## config.mk

```make
export PLATFORM = sky130hd
export DESIGN_NAME = flash_write_combining_buffer
export DESIGN_NICKNAME = d
export VERILOG_FILES = /design/src/hdl/fwcb_pkg.sv /design/src/hdl/fwcb_ctrl.sv /design/src/hdl/fwcb_datapath.sv /design/src/hdl/flash_write_combining_buffer.sv
export SDC_FILE = /design/constraint.sdc
export NUM_CORES = 1
export LEC_CHECK = 0
export BUFFER_PORTS_ARGS = -buffer_cell sky130_fd_sc_hd__buf_2
export CAP_MARGIN = 20
export CELL_PAD_IN_SITES_DETAIL_PLACEMENT = 0
export CELL_PAD_IN_SITES_GLOBAL_PLACEMENT = 1
export CORE_ASPECT_RATIO = 0.7
export CORE_UTILIZATION = 51
export DETAILED_ROUTE_END_ITERATION = 10
export GPL_TIMING_DRIVEN = 0
export PLACE_DENSITY = 0.88
export SETUP_SLACK_MARGIN = 0.15
export SLEW_MARGIN = 5
export SYNTH_ARGS = -nofsm -noshare
export SYNTH_HDL_FRONTEND = slang
export SYNTH_SLANG_ARGS = --single-unit
```

## constraint.sdc

```tcl
create_clock -name clk -period 3.7 [get_ports clk]
set_input_delay 0.555 -clock clk [delete_from_list [all_inputs] [get_ports clk]]
set_output_delay 0.555 -clock clk [all_outputs]
set_load 0.01 [all_outputs]
```

## src/hdl/fwcb_pkg.sv

```systemverilog
`timescale 1ns / 1ps
`default_nettype none

package fwcb_pkg;

  // program block geometry (power of two, eight bytes at most)
  localparam int BLOCK_BYTES = 8;
  localparam int OFFSET_W    = $clog2(BLOCK_BYTES);
  localparam int ADDR_W      = 32;
  localparam int TAG_W       = ADDR_W - OFFSET_W;
  localparam int DATA_W      = 64;

  localparam int DEFAULT_ENTRIES = 4;

  localparam logic [7:0]        ERASED_BYTE  = 8'hFF;
  localparam logic [DATA_W-1:0] ERASED_BLOCK = {(DATA_W / 8){ERASED_BYTE}};

  // item kinds
  localparam logic KIND_WRITE = 1'b0;
  localparam logic KIND_FLUSH = 1'b1;

  // result kinds
  localparam logic RES_PROGRAM = 1'b0;
  localparam logic RES_DONE    = 1'b1;

  typedef struct packed {
    logic              kind;
    logic [ADDR_W-1:0] address;
    logic [7:0]        byte_value;
  } in_item_t;

  typedef struct packed {
    logic              result_kind;
    logic [ADDR_W-1:0] block_address;
    logic [DATA_W-1:0] block_data;
    logic              last;
  } out_item_t;

  typedef enum logic [1:0] {
    ST_IDLE,
    ST_UPDATE,
    ST_FLUSH,
    ST_DONE
  } state_t;

  // controller to datapath
  typedef struct packed {
    logic load;        // latch item, run the tag lookup
    logic update;      // merge or refill the selected entry
    logic flush_step;  // drain one entry
    logic emit_done;   // send the flush done beat
  } ctrl_cmd_t;

  // datapath to controller
  typedef struct packed {
    logic at_last;     // flush pointer on the final entry
  } ctrl_status_t;

endpackage

`default_nettype wire

```

## src/hdl/fwcb_ctrl.sv

```systemverilog
`timescale 1ns / 1ps
`default_nettype none

module fwcb_ctrl (
  input  wire logic                  clk,
  input  wire logic                  rst_n,
  input  wire logic                  start,
  input  wire logic                  item_kind,
  input  wire fwcb_pkg::ctrl_status_t status,
  output fwcb_pkg::ctrl_cmd_t        cmd,
  output logic                       busy
);

  fwcb_pkg::state_t state_r, state_nxt;

  always_ff @(posedge clk) begin
    if (!rst_n) begin
      state_r <= fwcb_pkg::ST_IDLE;
    end else begin
      state_r <= state_nxt;
    end
  end

  always_comb begin
    state_nxt = state_r;
    cmd       = '0;
    busy      = 1'b1;
    case (state_r)
      fwcb_pkg::ST_IDLE: begin
        busy = 1'b0;
        if (start) begin
          cmd.load = 1'b1;
          if (item_kind == fwcb_pkg::KIND_FLUSH) begin
            state_nxt = fwcb_pkg::ST_FLUSH;
          end else begin
            state_nxt = fwcb_pkg::ST_UPDATE;
          end
        end
      end
      fwcb_pkg::ST_UPDATE: begin
        cmd.update = 1'b1;
        state_nxt  = fwcb_pkg::ST_IDLE;
      end
      fwcb_pkg::ST_FLUSH: begin
        cmd.flush_step = 1'b1;
        if (status.at_last) begin
          state_nxt = fwcb_pkg::ST_DONE;
        end
      end
      fwcb_pkg::ST_DONE: begin
        cmd.emit_done = 1'b1;
        state_nxt     = fwcb_pkg::ST_IDLE;
      end
      default: begin
        state_nxt = fwcb_pkg::ST_IDLE;
      end
    endcase
  end

endmodule

`default_nettype wire

```

## src/hdl/fwcb_datapath.sv

```systemverilog
`timescale 1ns / 1ps
`default_nettype none

module fwcb_datapath #(
  parameter int ENTRIES = fwcb_pkg::DEFAULT_ENTRIES
) (
  input  wire logic                  clk,
  input  wire logic                  rst_n,
  input  wire fwcb_pkg::in_item_t    in_item,
  input  wire fwcb_pkg::ctrl_cmd_t   cmd,
  output fwcb_pkg::ctrl_status_t     status,
  output logic                       out_strobe,
  output fwcb_pkg::out_item_t        out_item
);

  localparam int IDX_W = (ENTRIES > 1) ? $clog2(ENTRIES) : 1;
  localparam logic [IDX_W-1:0] LAST_IDX = IDX_W'(ENTRIES - 1);

  logic                               valid_r [ENTRIES];
  logic [fwcb_pkg::TAG_W-1:0]         tag_r   [ENTRIES];
  logic [fwcb_pkg::DATA_W-1:0]        bytes_r [ENTRIES];

  logic [IDX_W-1:0]                   victim_r;
  logic [IDX_W-1:0]                   sel_r;
  logic                               hit_r;
  fwcb_pkg::in_item_t                 item_r;

  logic                               strobe_r, strobe_nxt;
  fwcb_pkg::out_item_t                res_r, res_nxt;

  logic                               hit;
  logic [IDX_W-1:0]                   hit_idx;
  logic [fwcb_pkg::TAG_W-1:0]         in_tag;
  logic [fwcb_pkg::TAG_W-1:0]         item_tag;
  logic [fwcb_pkg::OFFSET_W+2:0]      bit_pos;
  logic [fwcb_pkg::DATA_W-1:0]        sel_bytes;
  logic [fwcb_pkg::DATA_W-1:0]        merged_hit;
  logic [fwcb_pkg::DATA_W-1:0]        merged_new;
  logic [IDX_W-1:0]                   victim_next;

  // parallel tag compare, lowest index wins
  assign in_tag = in_item.address[fwcb_pkg::ADDR_W-1:fwcb_pkg::OFFSET_W];

  always_comb begin
    hit     = 1'b0;
    hit_idx = '0;
    for (int i = ENTRIES - 1; i >= 0; i--) begin
      if (valid_r[i] && (tag_r[i] == in_tag)) begin
        hit     = 1'b1;
        hit_idx = IDX_W'(i);
      end
    end
  end

  assign item_tag    = item_r.address[fwcb_pkg::ADDR_W-1:fwcb_pkg::OFFSET_W];
  assign bit_pos     = {item_r.address[fwcb_pkg::OFFSET_W-1:0], 3'b000};
  assign sel_bytes   = bytes_r[sel_r];
  assign victim_next = (victim_r == LAST_IDX) ? '0 : victim_r + 1'b1;

  always_comb begin
    merged_hit                = sel_bytes;
    merged_hit[bit_pos +: 8]  = item_r.byte_value;
    merged_new                = fwcb_pkg::ERASED_BLOCK;
    merged_new[bit_pos +: 8]  = item_r.byte_value;
  end

  // result beat selection
  always_comb begin
    strobe_nxt            = 1'b0;
    res_nxt.result_kind   = fwcb_pkg::RES_PROGRAM;
    res_nxt.block_address = {tag_r[sel_r], {fwcb_pkg::OFFSET_W{1'b0}}};
    res_nxt.block_data    = sel_bytes;
    res_nxt.last          = 1'b0;
    if (cmd.update && !hit_r && valid_r[sel_r]) begin
      strobe_nxt   = 1'b1;
      res_nxt.last = 1'b1;
    end else if (cmd.flush_step && valid_r[sel_r]) begin
      strobe_nxt = 1'b1;
    end else if (cmd.emit_done) begin
      strobe_nxt            = 1'b1;
      res_nxt.result_kind   = fwcb_pkg::RES_DONE;
      res_nxt.block_address = '0;
      res_nxt.block_data    = '0;
      res_nxt.last          = 1'b1;
    end
  end

  always_ff @(posedge clk) begin
    if (!rst_n) begin
      for (int i = 0; i < ENTRIES; i++) begin
        valid_r[i] <= 1'b0;
      end
      victim_r <= '0;
      sel_r    <= '0;
      hit_r    <= 1'b0;
      strobe_r <= 1'b0;
    end else begin
      strobe_r <= strobe_nxt;
      if (cmd.load) begin
        item_r <= in_item;
        hit_r  <= (in_item.kind == fwcb_pkg::KIND_WRITE) && hit;
        if (in_item.kind == fwcb_pkg::KIND_FLUSH) begin
          sel_r <= '0;
        end else if (hit) begin
          sel_r <= hit_idx;
        end else begin
          sel_r <= victim_r;
        end
      end
      if (cmd.update) begin
        if (hit_r) begin
          bytes_r[sel_r] <= merged_hit;
        end else begin
          victim_r       <= victim_next;
          valid_r[sel_r] <= 1'b1;
          tag_r[sel_r]   <= item_tag;
          bytes_r[sel_r] <= merged_new;
        end
      end
      if (cmd.flush_step) begin
        valid_r[sel_r] <= 1'b0;
        bytes_r[sel_r] <= fwcb_pkg::ERASED_BLOCK;
        sel_r          <= sel_r + 1'b1;
      end
    end
  end

  always_ff @(posedge clk) begin
    res_r <= res_nxt;
  end

  assign status.at_last = (sel_r == LAST_IDX);
  assign out_strobe     = strobe_r;
  assign out_item       = res_r;

endmodule

`default_nettype wire

```

## src/hdl/flash_write_combining_buffer.sv

```systemverilog
`timescale 1ns / 1ps
`default_nettype none
// write: busy in the update state after the accept edge, so the next item waits for it;
//   a program request (victim eviction) is registered onto the result ports from the update state
// flush: busy through the flush sweep and the done state, one entry drained a cycle
//   by the flush pointer, done beat registered onto the ports from the done state
// the receiver cannot stall: every result beat stands for exactly one cycle
// synchronous active-low reset clears all valid bits, the victim pointer and the strobe

module flash_write_combining_buffer #(
  parameter int ENTRIES = fwcb_pkg::DEFAULT_ENTRIES
) (
  input  wire logic               clk,
  input  wire logic               rst_n,
  input  wire logic               start,
  output logic                    busy,
  input  wire fwcb_pkg::in_item_t in_item,
  output logic                    out_strobe,
  output fwcb_pkg::out_item_t     out_item
);

  // controller/datapath handshake
  fwcb_pkg::ctrl_cmd_t    cmd;
  fwcb_pkg::ctrl_status_t status;

  // sequencer: idle -> update for a write, idle -> flush sweep -> done for a flush
  fwcb_ctrl u_ctrl (
    .clk       (clk),
    .rst_n     (rst_n),
    .start     (start),
    .item_kind (in_item.kind),
    .status    (status),
    .cmd       (cmd),
    .busy      (busy)
  );

  // entry array, tag lookup at accept, merge/refill, registered result beat
  fwcb_datapath #(
    .ENTRIES (ENTRIES)
  ) u_datapath (
    .clk        (clk),
    .rst_n      (rst_n),
    .in_item    (in_item),
    .cmd        (cmd),
    .status     (status),
    .out_strobe (out_strobe),
    .out_item   (out_item)
  );

endmodule

`default_nettype wire

```

==> results.json, run 1 <==
{
  "status": "completed",
  "yosysTopAreaCell": "edfxtp_1",
  "seqCellArea_um2": 14560,
  "finalCritPeriodShare": 0.7168,
  "ios": 144,
  "first_global_vias": 11080,
  "rsz0062_at_grt": "false",
  "synth_top_family_by_area": "multiplexers",
  "dieHeight_um": 168.6,
  "p_leak_nw": 7.989,
  "syn_inst": 1174,
  "first_pass_iters": 5,
  "r2r_cells": 5,
  "cts.sinks": 521,
  "synth_edf_count": 413,
  "antenna_found_initial": 1,
  "seq_area_frac_synth": 0.7198,
  "start_kind": "flip-flop",
  "hp-class": "primary input to flip-flop",
  "vdd.ir_drop.worst_uv": 379.2,
  "seqPwrFrac": 0.521,
  "diodes": 0,
  "hold_depth": 1,
  "drv_slew": 0,
  "grt_use_total": 0.2370,
  "setup_viol": 0,
  "worst_setup_path_end_kind": "flip-flop",
  "grt_pass1_wl_um": 69670,
  "ys_ff_latch": 521,
  "cts_tree": "built",
  "cts_setup_buffers": 0,
  "initial_core_util": 0.5223,
  "totalWireLength_um": 47480,
  "drtAntennaViolNets": 0,
  "synth_compound_area_frac": 0.02863,
  "power_frac_clock": 0.414,
  "grt_overflow_total": 0,
  "yosysUniqueCellTypes": 48,
  "area.growth.synth_to_final_pct": 15.97,
  "pwr_density_cell_nw_per_um2": 540.0,
  "synthXorXnorAreaFrac": 0.05065,
  "critPathKind": "flip-flop to flip-flop",
  "crit_chain": "buf_1 -> buf_1 -> mux4_2 -> o22ai_1 -> nand2_1",
  "yosysTopAreaCellShare": 0.6129,
  "max_freq_ghz": 0.3771,
  "p_switching_mw": 2.720,
  "cpPeakStageDelay_ns": 0.61,
  "worst_pin_slew_ns": 0.9570,
  "vias": 11300,
  "dp_hpwl_um": 31860,
  "drc_errors": 0,
  "avgRoutedWirePerCell_um": 24.47,
  "cap_violations": 0,
  "p_sw_frac": 0.2146,
  "synthAdderAreaFrac": 0.004329,
  "core_area_um2": 38740,
  "syn_avg_cell_area_um2": 17.23,
  "cts-root-buf": "clkbuf_16",
  "vias_per_cell": 5.823,
  "numCtsBuffers": 49,
  "synth-simple-area-share": 0.07600,
  "fillers": 2862,
  "h-tree-depth": 2,
  "num-nets-final": 1424,
  "clk_pin_slew_ns": 0.07,
  "gp_congestion": 0.8913,
  "synth_area_leaders": "edfxtp_1, dfxtp_1, mux4_2",
  "min_to": "u_datapath.item_r[6]",
  "drive_gt1_frac": 0.2512,
  "drt_iter0_drc": 1178,
  "cts.path.max_buffers": 3,
  "crit_fanout": 10,
  "timing.hold.ws_ns": 0.1510,
  "pre_cts_ws_ns": 1.059,
  "critPathArrivalTime_ns": 2.93,
  "synth_top_flop_cell": "edfxtp_1",
  "yosys_warnings": 0,
  "finalHoldViolCount": 0,
  "pwr-share-comb": 0.065,
  "max_slew_margin": 0.3620,
  "crit_top_cell": "buf_1",
  "setup_ws_ns": 1.048,
  "r2r-end": "u_datapath.bytes_r[3][47]",
  "numPortBuffers": 140,
  "muxShareOfSynthArea": 0.1056,
  "slowest_stage": "buf_1",
  "cts_hold_buf": 0,
  "grt_max_degree": 56,
  "die_area_um2": 40490,
  "rows": 60,
  "fin_skew_ns": 0.02528,
  "multiInputGateArea_um2": 5403,
  "die_w_um": 240.1,
  "async_flop_share": 0,
  "critical_path_required_ns": 3.97,
  "synthesis.area_um2": 20230,
  "clock_latency_ns": 0.58,
  "internal_power_mw": 9.952,
  "hp-start": "in_item[6]",
  "post_cts_resized": 0,
  "rrSetupSlack_ns": 1.05,
  "min_period_ns": 2.652
}
[layout by cell type (no fill, tap or decap), drive strengths merged, types with 3 or more instances in the layout]
| cell type | synthesis | final |
|---|---|---|
| o22ai | 41 | 41 |
| xnor2 | 56 | 56 |
| clkinv | 0 | 11 |
| and3 | 10 | 10 |
| edfxtp | 413 | 413 |
| a21boi | 5 | 5 |
| o31ai | 4 | 4 |
| mux4 | 94 | 94 |
| dfxtp | 108 | 108 |
| clkbuf | 28 | 100 |
| inv | 10 | 11 |
| nand4 | 16 | 16 |
| nand3 | 13 | 13 |
| conb | 1 | 3 |
| o22a | 8 | 8 |
| ha | 7 | 7 |
| and2 | 101 | 101 |
| o21ai | 18 | 18 |
| nor2b | 3 | 3 |
| nand2 | 58 | 58 |
| nor4 | 19 | 19 |
| xor2 | 61 | 61 |
| nor3 | 17 | 17 |
| bufinv | 0 | 6 |
| buf | 31 | 177 |
| nor2 | 32 | 32 |
[cells in the mapped netlist (2+ instances only)]
cell type	instances
edfxtp_1	413
dfxtp_1	108
and2_1	101
mux4_2	94
xor2_1	61
nand2_1	58
xnor2_1	56
o22ai_1	41
nor2_1	32
clkbuf_1	28
buf_2	17
nor3_1	17
nor4_1	15
o21ai_1	15
nand4_1	14
nand3_1	13
and3_1	10
buf_1	10
inv_1	8
o22a_1	8
ha_1	7
a21boi_1	5
o31ai_1	4
buf_4	3
nor2b_1	3
o21ai_0	3
a21oi_1	2
inv_2	2
mux2i_1	2
nand2b_1	2
nor4_2	2
nor4_4	2
o21bai_1	2
or2_1	2
[stage by stage]
step	cell area, µm²	std cells	setup TNS [ns]	power [mW]	util
5_1_grt	23460	1940	0	13.02	0.6057
2_1_floorplan	20240	1176	0	7.200	-
6_report	23460	1940	0	12.67	0.6057
4_1_cts	23460	1940	0	12.73	0.6057
3_3_place_gp	21600	1843	-122.77	7.508	0.5576
3_5_place_dp	21770	1849	0	7.544	0.5620
[registers in the layout, summed over array words and instances (netlist names), named ones only]
name / flops
u_datapath.bytes_r: 256
u_datapath.tag_r: 116
u_datapath.out_item: 95
u_datapath.item_r: 37
u_datapath.valid_r: 4
u_datapath.bit_pos: 3
u_ctrl.state_r: 2
u_datapath.sel_r: 2
u_datapath.victim_r: 2
u_datapath.hit_r: 1
u_datapath.out_strobe: 1
[routing by layer]
| metal | vias up | share of wire | track usage |
|---|---|---|---|
| li1 | 4901 | - | - |
| met1 | 5726 | 0.44 | 0.3663 |
| met2 | 593 | 0.43 | 0.3324 |
| met3 | 75 | 0.11 | 0.06360 |
| met4 | 2 | 0.022 | 0.06120 |
| met5 | - | 0.00021 | 0 |
[layout make-up]
| class | instances | share of cell area |
|---|---|---|
| flip-flops and latches | 521 | 0.6207 |
| repair buffers | 146 | 0.03594 |
| clock inverters | 19 | 0.01152 |
| inverters | 10 | 0.001600 |
| well taps | 527 | 0.02810 |
| plain buffers | 59 | 0.01114 |
| clock buffers | 72 | 0.06074 |
| multi-input cells | 586 | 0.2303 |
[power groups by stage]
stage / Combinational (mW) / Clock [mW] / Sequential [mW]
3_3_place_gp: 0.791 / 0 / 6.72
3_5_place_dp: 0.825 / 0 / 6.72
2_1_floorplan: 0.461 / 0 / 6.74
4_1_cts: 0.830 / 5.31 / 6.59
6_report: 0.829 / 5.25 / 6.60
5_1_grt: 0.896 / 5.52 / 6.61
[how the worst max path moves through the flow]
stage / to / start / slack (ns)
after detailed placement: u_datapath.bytes_r[3][47] / flip-flop / 1.06
after global placement: u_datapath.bytes_r[0][34] / rst_n / -0.54
final: u_datapath.bytes_r[3][47] / flip-flop / 1.05
after global routing: u_datapath.bytes_r[1][41] / u_datapath.bit_pos[3] / 0.93
after CTS: u_datapath.bytes_r[1][32] / flip-flop / 1.01
after floorplan: u_datapath.bytes_r[0][0] / rst_n / 0.91
[logic make-up (layout without fill, tap and decap cells)]
kind of cell / Yosys count / after routing
AO/OA/AOI/OAI: 87 / 87
multiplexers: 96 / 96
XOR/XNOR: 117 / 117
AND/OR/NAND/NOR: 276 / 276
other: 1 / 3
buffers and inverters: 69 / 306
adder cells (fa/ha/maj): 7 / 7
flip-flops: 521 / 521
[worst max-delay path, delay by kind of cell (launching register included)]
| kind | cells | cell delay (ns) |
|---|---|---|
| buf+inv | 2 | 1.21 |
| flops | 1 | 0.44 |
| mux | 1 | 0.43 |
| compound gates | 1 | 0.14 |
| simple gates | 1 | 0.14 |
Note: power is estimated with default switching activity, not from simulation.
==> run 2: changes to the inputs <==
==> constraint.sdc (replaced) <==
create_clock -name clk -period 2.5 [get_ports clk]
set_input_delay 0.375 -clock clk [delete_from_list [all_inputs] [get_ports clk]]
set_output_delay 0.375 -clock clk [all_outputs]
set_load 0.01 [all_outputs]
==> run 2 against run 1 <==
Net effect:
- clock power increased by 37%
- clock skew is 0.0025 ns lower
- clock-buffer cell count unchanged
- wire length grew 0.21%
- hold slack worse by 0.12 ns
- power up 44%
- sequential power grew 48%
- first-iteration DRC count grew 18%
- via count grew 1.2%
- register-to-register slack got worse by 0.90 ns
- critical endpoint is now u_datapath.bytes_r[3][41]
- combinational power increased by 53%
- sequential share of layout area fell by 0.55 points
- largest power group unchanged
==> results.json, run 2 (synthesized netlist as in run 1, its figures left out) <==
{
  "status": "completed",
  "rsz0062_at_grt": "true",
  "clock_latency_ns": 0.58,
  "p_sw_frac": 0.2208,
  "pwr-share-comb": 0.070,
  "vdd.ir_drop.worst_uv": 572.7,
  "grt_pass1_wl_um": 70180,
  "grt_overflow_total": 0,
  "initial_core_util": 0.5223,
  "wl_met3_um": 5672,
  "r2r-end": "u_datapath.bytes_r[3][41]",
  "area.growth.synth_to_final_pct": 17.01,
  "drtAntennaViolNets": 0,
  "crit_fanout": 9,
  "num-nets-final": 1442,
  "power_frac_clock": 0.395,
  "grt_max_degree": 48,
  "antenna_found_initial": 3,
  "vias_per_cell": 5.832,
  "top_layer": "met5",
  "cts_tree": "built",
  "drt_iter0_drc": 1394,
  "cap_violations": 0,
  "clk_pin_slew_ns": 0.07,
  "crit_chain": "inv_1 -> ha_1 -> ha_1 -> clkbuf_2 -> nor2_1 -> nand2_2 -> nand2_2 -> o22ai_1 -> nand2_1",
  "die_area_um2": 40490,
  "cpPeakStageDelay_ns": 0.38,
  "min_to": "u_datapath.item_r[38]",
  "h-tree-depth": 2,
  "drc_errors": 0,
  "pwr_density_cell_nw_per_um2": 770.1,
  "seqPwrFrac": 0.535,
  "internal_power_mw": 14.21,
  "final_common_cell": "edfxtp_1",
  "setup_viol": 0,
  "ios": 144,
  "critical_path_required_ns": 2.80,
  "start_kind": "flip-flop",
  "mostFrequentLayoutCells": "edfxtp_1, buf_2, dfxtp_1",
  "p_switching_mw": 4.025,
  "drive_gt1_frac": 0.2746,
  "cts.path.max_buffers": 3,
  "core_area_um2": 38740,
  "cts-root-buf": "clkbuf_16",
  "finalCritPeriodShare": 0.9399,
  "gp_congestion": 0.8781,
  "numPortBuffers": 140,
  "largest_register_ffs": 256,
  "worst_setup_path_end_kind": "flip-flop",
  "r2r_cells": 9,
  "avgRoutedWirePerCell_um": 24.28,
  "first_pass_iters": 6,
  "vias": 11430,
  "seqCellArea_um2": 14560,
  "hp-start": "in_item[38]",
  "wl_met1_um": 20100,
  "dieHeight_um": 168.6,
  "fillers": 2787,
  "r2r-start": "u_datapath.bit_pos[3]",
  "slowest_stage": "edfxtp_1",
  "crit_cells": 9,
  "p_leak_nw": 8.092,
  "wl_met2_um": 20730,
  "rrSetupSlack_ns": 0.15,
  "crit_family": "simple AND/OR/NAND/NOR gates",
  "critPathKind": "flip-flop to flip-flop",
  "cp_num_buf_inv": 2,
  "first_global_vias": 11150,
  "setup_tns_ns": 0,
  "max_slew_margin": 0.4227,
  "hp-class": "primary input to flip-flop",
  "critPathArrivalTime_ns": 2.65,
  "numCtsBuffers": 48,
  "fin_skew_ns": 0.02274,
  "finalHoldViolCount": 0,
  "cts.sinks": 521,
  "power_mw": 18.23,
  "rows": 60,
  "hold_depth": 1,
  "drv_slew": 0,
  "multiInputGateArea_um2": 5502,
  "max_freq_ghz": 0.4256,
  "regMostFlops": "u_datapath.bytes_r",
  "worst_pin_slew_ns": 0.8659,
  "die_w_um": 240.1,
  "dp_hpwl_um": 31710,
  "totalWireLength_um": 47580,
  "grt_use_total": 0.2374,
  "min_period_ns": 2.350
}
## run 2: changes by cell type in the layout (fill, tap and decap cells not counted), sizes merged, moves of 2 or more
cell and change:
clkinv +4, buf +2, diode +2, dlygate4sd3 +15, bufinv -5, clkbuf +2
## run 2: layer usage
layer,vias to the layer above,GRT usage
li1,4941,-
met1,5761,0.3544
met2,651,0.3366
met3,76,0.07436
met4,2,0.06508
met5,-,0
## run 2: timing repair
item,in CTS,in global routing
hold endpoints to repair,15,0
gates resized for setup,23,24
setup buffers,0,2
hold buffers,15,0
gates cloned,0,0
setup endpoints to repair,250,289
pin swaps,0,1
## run 2: per-stage QoR
| step | instance area (µm²) | setup slack [ns] | hold slack, ns | std cells | util |
|---|---|---|---|---|---|
| after CTS | 23580 | 0.08672 | 0.002074 | 1956 | 0.6087 |
| after global routing | 23670 | 0.03319 | 0.01175 | 1959 | 0.6111 |
| after floorplan | 20250 | 0.2972 | 0.4501 | 1176 | - |
| after detailed placement | 21820 | -0.1396 | 0.4834 | 1851 | 0.5632 |
| final | 23670 | 0.1503 | 0.02813 | 1960 | 0.6111 |
| after global placement | 21610 | -0.5995 | 0.4620 | 1843 | 0.5578 |
## run 2: worst max-delay path by stage
stage                               start                        end
floorplan               u_ctrl.state_r[0]     u_datapath.tag_r[0][0]
global placement        u_ctrl.state_r[0]    u_datapath.tag_r[0][28]
detailed placement              flip-flop  u_datapath.bytes_r[1][38]
CTS                             flip-flop  u_datapath.bytes_r[0][28]
global route        u_datapath.bit_pos[3]  u_datapath.bytes_r[2][41]
finish              u_datapath.bit_pos[3]  u_datapath.bytes_r[3][41]
## run 2: cell type report
cell class,instances,area share
Clock inverter,18,0.006131
Multi-Input combinational cell,586,0.2324
Clock buffer,72,0.05967
Inverter,10,0.001586
Tap cell,527,0.02785
Sequential cell,521,0.6152
Antenna cell,2,0.0002114
Timing Repair Buffer,165,0.04461
Buffer,59,0.01237
## run 2: power by group through the flow
stage	Combinational (mW)	Sequential (mW)	Clock, mW
after floorplan	0.683	9.97	0
after global placement	1.17	9.94	0
after detailed placement	1.22	9.95	0
after CTS	1.25	9.76	7.29
after global routing	1.37	9.78	7.59
final	1.27	9.76	7.20
